===== config.mk =====
export PLATFORM = sky130hd
export DESIGN_NAME = jrue_ctrl
export DESIGN_NICKNAME = d
export VERILOG_FILES = /design/src/rtl/core/jrue_pkg.sv /design/src/rtl/core/jrue_ctrl.sv
export SDC_FILE = /design/constraint.sdc
export NUM_CORES = 1
export LEC_CHECK = 0
export ABC_CLOCK_PERIOD_IN_PS = 1450
export BUFFER_PORTS_ARGS = -buffer_cell sky130_fd_sc_hd__buf_2
export CORE_MARGIN = 2
export CORE_UTILIZATION = 44
export CTS_BUF_LIST = sky130_fd_sc_hd__clkbuf_8 sky130_fd_sc_hd__clkbuf_16
export DETAILED_ROUTE_END_ITERATION = 8
export GPL_TIMING_DRIVEN = 0
export HOLD_SLACK_MARGIN = 0.1
export PLACE_DENSITY = 0.71
export RECOVER_POWER = 25
export SYNTH_ARGS = -nofsm -noshare
export SYNTH_HDL_FRONTEND = slang
export SYNTH_SLANG_ARGS = --single-unit

===== constraint.sdc =====
create_clock -name i_clk -period 1.45 [get_ports i_clk]
set_input_delay 0.29 -clock i_clk [delete_from_list [all_inputs] [get_ports i_clk]]
set_output_delay 0.29 -clock i_clk [all_outputs]
set_load 0.01 [all_outputs]

===== src/rtl/core/jrue_pkg.sv =====
`timescale 1ns / 1ps
package jrue_pkg;

    localparam int DATA_W    = 32;
    localparam int ACC_W     = 48;
    localparam int ROW_W     = 10;
    localparam int ADDR_W    = 10;
    localparam int COL_W     = 11;
    localparam int PROD_W    = 2 * DATA_W;
    localparam int FRAC_W    = 16;
    localparam int DIV_STEPS = 64;
    localparam int DIV_CNT_W = $clog2(DIV_STEPS);

    localparam logic FUNC_WRITE = 1'b0;
    localparam logic FUNC_ENTRY = 1'b1;

    typedef struct packed {
        logic accept;
        logic mul;
        logic acc;
        logic div_start;
        logic div_step;
        logic load_out;
    } t_cmd;

    typedef struct packed {
        logic entry;
        logic mac;
        logic row_end;
        logic diag_zero;
    } t_status;

endpackage


===== src/rtl/core/jrue_ctrl.sv =====
`timescale 1ns / 1ps
module jrue_ctrl
    import jrue_pkg::*;
(
    input  logic    i_clk,
    input  logic    i_rst_n,
    input  logic    i_in_valid,
    output logic    o_in_ready,
    output logic    o_out_valid,
    input  logic    i_out_ready,
    input  t_status i_status,
    output t_cmd    o_cmd
);

    typedef enum logic [2:0] {
        S_IDLE,
        S_MUL,
        S_ACC,
        S_FIN,
        S_DIV,
        S_OUT
    } t_state;

    t_state                 r_state;
    t_state                 n_state;
    logic                   r_row_end;
    logic                   n_row_end;
    logic [DIV_CNT_W-1:0]   r_cnt;
    logic [DIV_CNT_W-1:0]   n_cnt;
    logic                   r_out_valid;
    logic                   n_out_valid;
    logic                   slot_free;

    assign slot_free   = !r_out_valid || i_out_ready;
    assign o_in_ready  = (r_state == S_IDLE) && i_rst_n;
    assign o_out_valid = r_out_valid;

    always_comb begin
        o_cmd       = '0;
        n_state     = r_state;
        n_row_end   = r_row_end;
        n_cnt       = r_cnt;
        n_out_valid = r_out_valid && !i_out_ready;
        case (r_state)
            S_IDLE: begin
                if (i_in_valid && o_in_ready) begin
                    o_cmd.accept = 1'b1;
                    n_row_end    = i_status.row_end;
                    if (i_status.entry) begin
                        if (i_status.mac) begin
                            n_state = S_MUL;
                        end else if (i_status.row_end) begin
                            n_state = S_FIN;
                        end
                    end
                end
            end
            S_MUL: begin
                o_cmd.mul = 1'b1;
                n_state   = S_ACC;
            end
            S_ACC: begin
                o_cmd.acc = 1'b1;
                n_state   = r_row_end ? S_FIN : S_IDLE;
            end
            S_FIN: begin
                if (i_status.diag_zero) begin
                    n_state = S_OUT;
                end else begin
                    o_cmd.div_start = 1'b1;
                    n_cnt           = '0;
                    n_state         = S_DIV;
                end
            end
            S_DIV: begin
                o_cmd.div_step = 1'b1;
                n_cnt          = r_cnt + 1'b1;
                if (r_cnt == DIV_CNT_W'(DIV_STEPS - 1)) begin
                    n_state = S_OUT;
                end
            end
            S_OUT: begin
                if (slot_free) begin
                    o_cmd.load_out = 1'b1;
                    n_out_valid    = 1'b1;
                    n_state        = S_IDLE;
                end
            end
            default: begin
                n_state = S_IDLE;
            end
        endcase
    end

    always_ff @(posedge i_clk) begin
        if (!i_rst_n) begin
            r_state     <= S_IDLE;
            r_row_end   <= 1'b0;
            r_cnt       <= '0;
            r_out_valid <= 1'b0;
        end else begin
            r_state     <= n_state;
            r_row_end   <= n_row_end;
            r_cnt       <= n_cnt;
            r_out_valid <= n_out_valid;
        end
    end

endmodule


==> flow_metrics.env <==
export IMPL_status="complete, but fails checks"
export IMPL_violations="setup timing"
export IMPL_grt_pass1_vias=547
export IMPL_clockPowerShare_pct=24.5
export IMPL_avgSynthCellArea_um2=8.19
export IMPL_rows=13
export IMPL_end_kind="primary output"
export IMPL_grt_usage_pct=21.6
export IMPL_drc=0
export IMPL_total_power_mw=1.27
export IMPL_crit_fanout=4
export IMPL_cts_made_buffers=3
export IMPL_clkLatencyLatePin_ns=0.24
export IMPL_max_slew_margin_pct=74.3
export IMPL_synth_edf_count=0
export IMPL_die_area_um2=1710
export IMPL_tightest_slew_ns=0.386
export IMPL_wl_per_cell_um=14.0
export IMPL_finalSetupTns_ns=-0.127
export IMPL_cp_required_ns=1.16
export IMPL_cp_start_kind="register"
export IMPL_maxCapViolations=0
export IMPL_syn_num_nets=84
export IMPL_p_sw_uw=410
export IMPL_antenna_found_initial=0
export IMPL_drive_gt1_share_pct=44.7
export IMPL_initial_core_util_pct=47.2
export IMPL_clk_path_buf_depth=2
export IMPL_synth_cell_types=35
export IMPL_syn_to_final_growth_pct=54.4
export IMPL_pwr_share_comb_pct=45.8
export IMPL_async_flop_share_pct=0
export IMPL_switching_share_pct=32.3
export IMPL_n_antenna_cell=0
export IMPL_ios=16
export IMPL_dr_pass1_iters=4
export IMPL_fp_coreArea_um2=1300
export IMPL_setup_ws_ns=-0.0501
export IMPL_finalCritPeriodShare_pct=103
export IMPL_finalHoldViolations=0
export IMPL_drtAntennaViolNets=0
export IMPL_fp_dieW_um=41.4
export IMPL_ys_seq_area_share_pct=35.8
export IMPL_htreeDepth=1
export IMPL_final_area_um2=948
export IMPL_fin_skew_ns=0.00112
export IMPL_synth_cells=75
export IMPL_power_internal_uw=859
export IMPL_finalCriticalPeriod_ns=1.50
export IMPL_hold_path_class="input pin to register"
export IMPL_layout_nets=113
export IMPL_netlist_area_um2=614
export IMPL_clk_pin_slew_worst_paths_ns=0.05
export IMPL_ctsHoldBuffers=0
export IMPL_power_frac_seq_pct=29.7
export IMPL_overflow=0
export IMPL_max_clock_freq_mhz=667
export IMPL_gp_congestion=0.812
export IMPL_die_h_um=41.4
export IMPL_drt_wl_total_um=1650
export IMPL_postPlaceCellArea_um2=719
export IMPL_num_vias=666
export IMPL_io_buffers=15
export IMPL_yosys_warnings=0
export IMPL_power_per_cell_area_nw_per_um2=1340
export IMPL_finalNonFillerCells=118
export IMPL_cts_tree="built"
export IMPL_ir_drop_mv=1.02
export IMPL_dp_hpwl_um=951
export IMPL_clock_tree_root_cell="clkbuf_8"
export IMPL_whs_ns=0.329
export IMPL_place_ws_ns=-0.123
export IMPL_setup_violations=5
export IMPL_synth_seq_cells=11
export IMPL_drt_initial_drc_count=13
export IMPL_post_route_util_pct=72.9
export IMPL_dp_cells=105
export IMPL_cts_num_sinks=11
export IMPL_worstPathArrival_ns=1.21
export IMPL_vias_per_cell=5.64
export IMPL_grt_max_degree=11
export IMPL_grt_pass1_wl_um=2340
export IMPL_rsz0062_at_grt="yes"
export IMPL_critPathKind="register to primary output"
export IMPL_fillers=100
export IMPL_leakagePower_nw=0.416
export IMPL_synth_main_ff_cell="dfxtp_1"
export IMPL_drv_slew=0
## kinds of logic after synthesis
group                      share of synthesized area [%]
AOI/OAI and AO/OA                                   20.8
DFF                                                 35.8
adders and majority gates                           2.04
muxes                                               1.63
and+or+nand+nor                                     34.6
buffers and inverters                               5.09
## cells in the final DEF (no fill, tap or decap), types with 2 or more instances in the layout
master,synthesis,layout
a21boi_0,2,2
a21oi_1,4,3
a31oi_1,2,2
and3b_1,2,2
buf_12,0,2
buf_2,1,14
buf_4,1,9
buf_6,0,2
clkbuf_8,0,3
dfxtp_1,11,8
dfxtp_2,0,2
nand2_1,7,7
nand2b_1,2,2
nand3_1,5,5
nor2_1,5,5
nor2b_1,3,3
nor3b_2,0,2
o21ai_0,3,3
## metal layers
metal  vias to the layer above  GRT usage (%)  routed length (um)
li1                        330              -                   -
met1                       314           30.4                 811
met2                        20           31.3                 759
met3                         2           4.79                  60
met4                         0           9.68                  22
met5                         -              0                   0
## power groups by stage
stage / registers (mW) / clock network, mW / logic (mW)
6_report: 0.376 / 0.311 / 0.581
4_1_cts: 0.351 / 0.317 / 0.423
5_1_grt: 0.381 / 0.333 / 0.627
2_1_floorplan: 0.353 / 0 / 0.241
3_5_place_dp: 0.357 / 0 / 0.323
3_3_place_gp: 0.356 / 0 / 0.318
## layout make-up
class                   count  area, um^2  share of cell area (%)
clock inverters             1        5.00                   0.528
multi-input cells          57         425                    44.9
plain buffers               3        30.0                    3.17
inverters                   2        12.5                    1.32
repair buffers             26         189                    19.9
well taps                  15        18.8                    1.98
clock buffers               3        41.3                    4.35
flip-flops and latches     11         226                    23.9
## synthesized netlist by cell type, types with 3 or more instances
library cell  count  area (um^2)
o21ai_0           3         15.0
a21oi_1           4         20.0
nand3_1           5         25.0
clkbuf_1          3         11.3
nand2_1           7         26.3
nor2b_1           3         18.8
nor2_1            5         18.8
dfxtp_1          11          220
## critical path: stages, from the launching register on
cell and delay (ns):
dfxtp_2 0.37, or3b_4 0.44, inv_6 0.07, buf_6 0.09
## sequential cells by signal, indices dropped and copies added, names as in the netlist
| name | count |
|---|---|
| o_out_valid | 1 |
| r_cnt | 6 |
| r_row_end | 1 |
| r_state | 3 |
## path summary, 6_finish.rpt
kind	from	to	slack (ns)	depth (start not counted)
setup / recovery	r_state[2]$_SDFFE_PN0P_	o_cmd[1]	-0.05	3
hold / removal	i_status[1]	r_row_end$_SDFFE_PN0P_	0.33	3
setup reg to reg	r_state[2]$_SDFFE_PN0P_	r_cnt[5]$_SDFFE_PN0P_	-0.04	3
hold reg to reg	r_row_end$_SDFFE_PN0P_	r_row_end$_SDFFE_PN0P_	0.47	2
## repair_timing
action	in CTS	in global routing
setup buffers	6	5
setup endpoints to repair	12	15
pin swaps	1	4
gates resized for setup	10	17
Power figures use the tool's default switching activity.
